[config.mk]
export PLATFORM = sky130hd
export DESIGN_NAME = uart_rx_interrupt_fifo_core
export DESIGN_NICKNAME = d
export VERILOG_FILES = /design/src/hdl/urif_pkg.sv /design/src/hdl/uart_rx_interrupt_fifo_core.sv /design/src/hdl/urif_ram.sv
export SDC_FILE = /design/constraint.sdc
export NUM_CORES = 2
export LEC_CHECK = 0
export BUFFER_PORTS_ARGS = -buffer_cell sky130_fd_sc_hd__buf_4
export CAP_MARGIN = 25
export CELL_PAD_IN_SITES_DETAIL_PLACEMENT = 1
export CELL_PAD_IN_SITES_GLOBAL_PLACEMENT = 1
export CORE_ASPECT_RATIO = 1.1
export CORE_MARGIN = 1.5
export CORE_UTILIZATION = 55
export CTS_CLUSTER_SIZE = 30
export DETAILED_ROUTE_END_ITERATION = 6
export GPL_ROUTABILITY_DRIVEN = 0
export PLACE_DENSITY_LB_ADDON = 0.1
export SYNTH_ARGS = -nofsm -noshare
export SYNTH_HDL_FRONTEND = slang
export SYNTH_SLANG_ARGS = --single-unit
[constraint.sdc]
create_clock -name i_clk -period 9.55 [get_ports i_clk]
set_input_delay 0.955 -clock i_clk [delete_from_list [all_inputs] [get_ports i_clk]]
set_output_delay 0.955 -clock i_clk [all_outputs]
set_load 0.005 [all_outputs]
[src/hdl/urif_pkg.sv]
// urif_pkg: shared types and constants for the four-port uart receive ring buffer
// depends on nothing; imported by uart_rx_interrupt_fifo_core
package urif_pkg;

    localparam int BUFFER_DEPTH = 64;
    localparam int PORT_COUNT   = 4;
    localparam int PORT_W       = 2;
    localparam int INDEX_W      = $clog2(BUFFER_DEPTH);
    localparam int COUNT_W      = INDEX_W + 1;
    localparam int STORE_DEPTH  = PORT_COUNT * BUFFER_DEPTH;
    localparam int ADDR_W       = PORT_W + INDEX_W;

    typedef logic [PORT_W-1:0]  t_port;
    typedef logic [INDEX_W-1:0] t_index;
    typedef logic [COUNT_W-1:0] t_count;
    typedef logic [8:0]         t_status;

    localparam t_count SIZE_MAX = COUNT_W'(BUFFER_DEPTH);
    localparam t_count SIZE_MIN = COUNT_W'(1);

    // interrupt identification codes
    localparam logic [2:0] ID_LINE_STATUS = 3'd3;
    localparam logic [2:0] ID_DATA_AVAIL  = 3'd2;
    localparam logic [2:0] ID_TIMEOUT     = 3'd6;

    // command codes
    localparam logic CMD_EVENT = 1'b0;
    localparam logic CMD_READ  = 1'b1;

    localparam logic [7:0] LS_DATA_READY = 8'h01;
    localparam logic [7:0] LS_ERRORS     = 8'h9E;
    localparam t_status    TIMEOUT_BIT   = 9'h100;

endpackage

[src/hdl/uart_rx_interrupt_fifo_core.sv]
// uart_rx_interrupt_fifo_core: four-port receive ring buffer fed by uart interrupt events
// depends on urif_pkg and urif_ram
//
// One item (an interrupt event or a byte read) is taken in every cycle; busy never rises.
// Its result appears on the o_ ports, marked by o_done, in the cycle after the
// accepting edge; the result is registered, as is the read port of the byte ram, and
// the port flags, indices and counts are updated at the accepting edge, so the next
// item sees them at once. Results cannot be stalled and must be taken as they come.
// Size registers are written through i_cfg_*, always ready; a write clamps the size to
// 1..64 and empties that port's ring while keeping its latched line status. The byte
// ram is not cleared at reset and needs no clearing pass.
module uart_rx_interrupt_fifo_core (
    input  logic                i_clk,
    input  logic                i_rst_n,
    input  logic                i_start,
    output logic                o_busy,
    input  logic                i_command,
    input  urif_pkg::t_port     i_port,
    input  logic [2:0]          i_int_id,
    input  logic [7:0]          i_line_status,
    input  logic [7:0]          i_rx_byte,
    output logic                o_done,
    output logic [7:0]          o_read_byte,
    output urif_pkg::t_status   o_lsr_latch,
    output logic                o_overflow,
    output logic                o_full_res,
    output logic                o_not_empty,
    output urif_pkg::t_count    o_fill_count,
    input  logic                i_cfg_valid,
    output logic                o_cfg_ready,
    input  urif_pkg::t_port     i_cfg_index,
    input  urif_pkg::t_count    i_cfg_data
);
    import urif_pkg::*;

    // per-port state
    t_count  r_size     [PORT_COUNT];
    t_index  r_wr_idx   [PORT_COUNT];
    t_index  r_rd_idx   [PORT_COUNT];
    t_count  r_held     [PORT_COUNT];
    logic    r_ovf      [PORT_COUNT];
    logic    r_full     [PORT_COUNT];
    logic    r_nonempty [PORT_COUNT];
    t_status r_latch    [PORT_COUNT];

    // result register
    logic    r_done;
    logic    r_pop_hit;
    t_status r_status;
    logic    r_res_ovf;
    logic    r_res_full;
    logic    r_res_nonempty;
    t_count  r_res_fill;

    // next values for the selected port
    t_index  n_wr_idx;
    t_index  n_rd_idx;
    t_count  n_held;
    logic    n_ovf;
    logic    n_full;
    logic    n_nonempty;
    t_status n_latch;
    logic    n_pop_hit;

    logic       accept;
    logic       do_push;
    logic [7:0] push_byte;
    logic       ram_we;
    t_count     wr_inc;
    t_count     rd_inc;
    t_count     cfg_size;
    logic [7:0] ram_q;

    assign accept      = i_start && !o_busy;
    assign o_busy      = 1'b0;
    assign o_cfg_ready = 1'b1;

    always_comb begin
        n_wr_idx   = r_wr_idx[i_port];
        n_rd_idx   = r_rd_idx[i_port];
        n_held     = r_held[i_port];
        n_ovf      = r_ovf[i_port];
        n_full     = r_full[i_port];
        n_nonempty = r_nonempty[i_port];
        n_latch    = r_latch[i_port];
        n_pop_hit  = 1'b0;
        push_byte  = 8'd0;
        ram_we     = 1'b0;
        wr_inc     = {1'b0, r_wr_idx[i_port]} + COUNT_W'(1);
        rd_inc     = {1'b0, r_rd_idx[i_port]} + COUNT_W'(1);

        if (i_command == CMD_READ) begin
            if (r_held[i_port] == r_size[i_port]) begin
                n_full = 1'b0;
            end
            if (r_held[i_port] != '0) begin
                n_pop_hit = 1'b1;
                n_held    = r_held[i_port] - COUNT_W'(1);
                n_rd_idx  = (rd_inc >= r_size[i_port]) ? '0 : rd_inc[INDEX_W-1:0];
            end else begin
                n_nonempty = 1'b0;
                n_rd_idx   = (r_rd_idx[i_port] >= r_size[i_port][INDEX_W-1:0]
                              && r_size[i_port] != SIZE_MAX) ? '0 : r_rd_idx[i_port];
            end
        end else begin
            case (i_int_id)
                ID_LINE_STATUS: begin
                    if ((i_line_status & LS_ERRORS) != 8'd0) begin
                        n_latch = {1'b0, i_line_status};
                    end else if ((i_line_status & LS_DATA_READY) != 8'd0) begin
                        push_byte = i_rx_byte;
                    end
                end
                ID_DATA_AVAIL: begin
                    push_byte = i_rx_byte;
                end
                ID_TIMEOUT: begin
                    n_latch = r_latch[i_port] | TIMEOUT_BIT;
                end
                default: begin
                end
            endcase
        end

        // zero bytes are never stored
        do_push = (i_command == CMD_EVENT) && (push_byte != 8'd0);
        if (do_push) begin
            if (r_held[i_port] == r_size[i_port]) begin
                n_ovf = 1'b1;
                n_full = 1'b1;
            end else begin
                ram_we   = 1'b1;
                n_held   = r_held[i_port] + COUNT_W'(1);
                n_wr_idx = (wr_inc >= r_size[i_port]) ? '0 : wr_inc[INDEX_W-1:0];
                if (n_held == r_size[i_port]) begin
                    n_full = 1'b1;
                end
            end
            n_nonempty = 1'b1;
        end
    end

    // clamp a written size into 1..BUFFER_DEPTH
    always_comb begin
        if (i_cfg_data == '0) begin
            cfg_size = SIZE_MIN;
        end else if (i_cfg_data > SIZE_MAX) begin
            cfg_size = SIZE_MAX;
        end else begin
            cfg_size = i_cfg_data;
        end
    end

    always_ff @(posedge i_clk) begin
        if (!i_rst_n) begin
            for (int p = 0; p < PORT_COUNT; p++) begin
                r_size[p]     <= SIZE_MAX;
                r_wr_idx[p]   <= '0;
                r_rd_idx[p]   <= '0;
                r_held[p]     <= '0;
                r_ovf[p]      <= 1'b0;
                r_full[p]     <= 1'b0;
                r_nonempty[p] <= 1'b0;
                r_latch[p]    <= '0;
            end
            r_done <= 1'b0;
        end else begin
            r_done <= accept;
            if (accept) begin
                r_wr_idx[i_port]   <= n_wr_idx;
                r_rd_idx[i_port]   <= n_rd_idx;
                r_held[i_port]     <= n_held;
                r_ovf[i_port]      <= n_ovf;
                r_full[i_port]     <= n_full;
                r_nonempty[i_port] <= n_nonempty;
                r_latch[i_port]    <= n_latch;
            end
            if (i_cfg_valid && o_cfg_ready) begin
                r_size[i_cfg_index]     <= cfg_size;
                r_wr_idx[i_cfg_index]   <= '0;
                r_rd_idx[i_cfg_index]   <= '0;
                r_held[i_cfg_index]     <= '0;
                r_ovf[i_cfg_index]      <= 1'b0;
                r_full[i_cfg_index]     <= 1'b0;
                r_nonempty[i_cfg_index] <= 1'b0;
            end
        end
    end

    always_ff @(posedge i_clk) begin
        r_pop_hit      <= accept && n_pop_hit;
        r_status       <= n_latch;
        r_res_ovf      <= n_ovf;
        r_res_full     <= n_full;
        r_res_nonempty <= n_nonempty;
        r_res_fill     <= n_held;
    end

    urif_ram #(
        .WIDTH (8),
        .DEPTH (STORE_DEPTH)
    ) u_store (
        .i_clk   (i_clk),
        .i_we    (accept && ram_we),
        .i_waddr ({i_port, r_wr_idx[i_port]}),
        .i_wdata (push_byte),
        .i_raddr ({i_port, r_rd_idx[i_port]}),
        .o_rdata (ram_q)
    );

    assign o_done       = r_done;
    assign o_read_byte  = r_pop_hit ? ram_q : 8'd0;
    assign o_lsr_latch  = r_status;
    assign o_overflow   = r_res_ovf;
    assign o_full_res   = r_res_full;
    assign o_not_empty  = r_res_nonempty;
    assign o_fill_count = r_res_fill;

endmodule

[src/hdl/urif_ram.sv]
// urif_ram: generic single-port-write, single-port-read ram with registered read
// no dependencies
module urif_ram #(
    parameter int WIDTH = 8,
    parameter int DEPTH = 256
) (
    input  logic                     i_clk,
    input  logic                     i_we,
    input  logic [$clog2(DEPTH)-1:0] i_waddr,
    input  logic [WIDTH-1:0]         i_wdata,
    input  logic [$clog2(DEPTH)-1:0] i_raddr,
    output logic [WIDTH-1:0]         o_rdata
);

    logic [WIDTH-1:0] r_mem [DEPTH];
    logic [WIDTH-1:0] r_rdata;

    always_ff @(posedge i_clk) begin
        if (i_we) begin
            r_mem[i_waddr] <= i_wdata;
        end
        r_rdata <= r_mem[i_raddr];
    end

    assign o_rdata = r_rdata;

endmodule
==> qor.yml <==
final_cell_mix: "2112 x edfxtp_1, 1308 x nand2_1, 394 x nor2_1, 305 x nand3_1, 249 x a31oi_1"
numCtsBuffers: 213
die_area_um2: 165000
r2r_start: "r_rd_idx[2][0]$_SDFFE_PP0P_"
tritoncts: "yes"
drt_first_pass_iters: 5
rr_worst_depth: 13
syn_inst: 6482
cts_buffer_depth: 3
grt_pass1_wl_um: 396000
cts_root_buf: "clkbuf_16"
wl_per_cell_um: 30.9
h-tree-depth: 4
vias: 57242
ys_types: 80
worstSkewPairLatency_ns: 0.87
hold_path.class: "in2reg"
tightestPinTransition_ns: 1.10
cp-start-kind: "input port"
rsz0062_at_grt: "false"
syn_area_per_cell_um2: 13.8
core_um2: 162000
synth_edf_count: 2112
slew_headroom: 0.265
ys_seq_area_frac: 0.736
place_worst_setup_slack_ns: 2.95
syn_area_um2: 89400
dieHeight_um: 426
dr.first_iter.drc_count: 6196
min_to: "o_lsr_latch[6]$_DFF_P_"
crit_top_cell: "buf_4"
start_util: 0.553
clkTransAtPathRegs_ns: 0.06
status: "complete, no violations"
holdCritStartpoint: "i_line_status[6]"
fp.dieW_um: 387
mostFrequentLayoutCell: "edfxtp_1"
hpwl_um: 163000
final-hold-violation-count: 0
crit_path_top_delay_cell: "or2_1"
cp-end-kind: "register"
synthTopCellsByArea: "edfxtp_1 71%, nand2_1 5.5%, dfxtp_1 2.6%"
path_max_fanout: 40
via_per_inst: 6.53
grt_use_total: 0.327
setup_viol: 0
synth_fp_nets: 6544
final_nets: 6527
critPathMaxStageDelay_ns: 0.84
grt_max_degree: 179
n_antenna_cell: 0
synth_warnings: 0
finalWirelength_um: 271000
yosysTopAreaCellShare: 0.709
fillers: 15123
drive_gt1_frac: 0.0960
portBuffers: 62
max_cap_violations: 0
grt_pass1_vias: 58337
ios: 65
cts.sinks: 2229
synth_ff_type: "edfxtp_1"
crit_chain: "buf_4, buf_4, mux2_2, inv_2, buf_4, or2_1, nor2_1, a31oi_1, nand4_1, nor4_1, buf_2, nand3_1"
arrival_ns: 6.54
min_period_ns: 5.80
tns_ns: 0
finalWorstSetupSlack_ns: 3.75
required_ns: 10.29
place_area_um2: 91900
finalInstanceArea_um2: 98700
ant_nets: 0
hold_buffers: 0
yosysTopAreaCell: "edfxtp_1"
power.density_nw_per_um2: 197
drv_slew: 0
antenna_found_initial: 6
grt_overflow: 0
vdd_drop_max_uv: 171
p_leak_nw: 29.4
r2r_end: "u_store.o_rdata[5]$_DFF_P_"
r2r_setup_slack_ns: 4.34
async_flop_share: 0
row_count: 155
post-route-period-util: 0.608
cts_resized: 0
cts_setup_buffers: 0
min_path_cells: 3
seq_area_um2: 65800
multiInputGateArea_um2: 21700
ys_ff_latch: 2229
finClkSkew_ns: 0.0264
fmax_mhz: 172
drcViolationCount: 0
area_growth_pct: 10.4
critPathKind: "in2reg"
==> stage by stage <==
stage          instances  power (mW)   util  hold WS (ns)
6_report            8765        19.4  0.610         0.408
5_1_grt             8765        19.8  0.610         0.401
4_1_cts             8760        19.5  0.610         0.354
3_5_place_dp        8364        11.3  0.568         0.436
3_3_place_gp        8351        11.3  0.568         0.431
2_1_floorplan       6482        11.1      -         0.418
==> critical path, delay by kind of cell <==
family | cells | cell delay [ns]
AND/OR/NAND/NOR | 5 | 2.36
buffers and inverters | 5 | 2.15
multiplexers | 1 | 0.67
AO/OA/AOI/OAI | 1 | 0.26
==> layout make-up <==
| cell class | instances | area share |
|---|---|---|
| multi-input cells | 3786 | 0.220 |
| inverters | 40 | 0.00170 |
| clock buffers | 271 | 0.0577 |
| flip-flops and latches | 2229 | 0.666 |
| clock inverters | 125 | 0.0106 |
| well taps | 2119 | 0.0269 |
| repair buffers | 195 | 0.0166 |
==> sequential cells by signal, summed over array words and instances, names as in the netlist, 7 cells and up <==
name             count
u_store.r_mem     2048
r_rd_idx            24
r_size              28
r_latch             36
o_fill_count         7
u_store.o_rdata      8
r_wr_idx            24
r_held              28
o_lsr_latch          9
==> Yosys cell counts, drive strengths merged (15+ instances only) <==
library cell  count
a22oi            56
nor4             48
a221oi           18
and3             24
o211ai           16
edfxtp         2112
a21oi           205
o221ai           40
nand3           306
clkbuf          216
a22o             28
buf             211
or2              15
o21ai            94
dfxtp           117
a211oi          224
nor3             33
and2             38
ha               27
nor2b           208
a31oi           249
nand2          1311
a32oi            23
o2111ai          27
inv              39
a311oi           33
nand4            58
mux4             82
nor2            398
mux2i           112
==> power by group <==
| group | switching, mW | internal (mW) |
|---|---|---|
| Sequential | 0.0156 | 10.6 |
| Combinational | 0.340 | 0.122 |
| Clock | 3.69 | 4.63 |
| Total | 4.04 | 15.4 |
==> layer usage <==
metal	wire (um)	global-route usage	share of wire	up-vias
li1	-	-	-	24357
met1	110000	0.450	0.41	29827
met2	130000	0.527	0.48	2524
met3	20800	0.0532	0.077	526
met4	10200	0.123	0.038	8
met5	59	0	0.00022	-
==> cells by family (layout without fill, tap and decap cells) <==
family / count (synthesis) / in the layout / synth area share
XOR/XNOR: 21 / 21 / 0.00206
other: 2 / 2 / 0.0000840
adder cells (fa/ha/maj): 27 / 27 / 0.00378
AND/OR/NAND/NOR: 2473 / 2473 / 0.122
AO/OA/AOI/OAI: 1065 / 1065 / 0.0805
buffers and inverters: 467 / 631 / 0.0226
multiplexers: 198 / 198 / 0.0337
flip-flops: 2229 / 2229 / 0.736
==> how the worst max path moves through the flow <==
stage / startpoint / endpoint / slack (ns) / depth (start not counted)
after floorplan: i_line_status[1] / u_store.r_mem[0][0]$_DFFE_PP_ / 3.42 / 3
after global placement: i_port[0] / u_store.o_rdata[5]$_DFF_P_ / 2.66 / 11
after detailed placement: i_port[0] / u_store.o_rdata[2]$_DFF_P_ / 2.95 / 12
after CTS: i_port[0] / u_store.o_rdata[2]$_DFF_P_ / 3.84 / 12
after global routing: i_port[0] / u_store.o_rdata[3]$_DFF_P_ / 3.66 / 11
final: i_port[0] / u_store.o_rdata[5]$_DFF_P_ / 3.75 / 12
(Power assumes the default switching activity.)
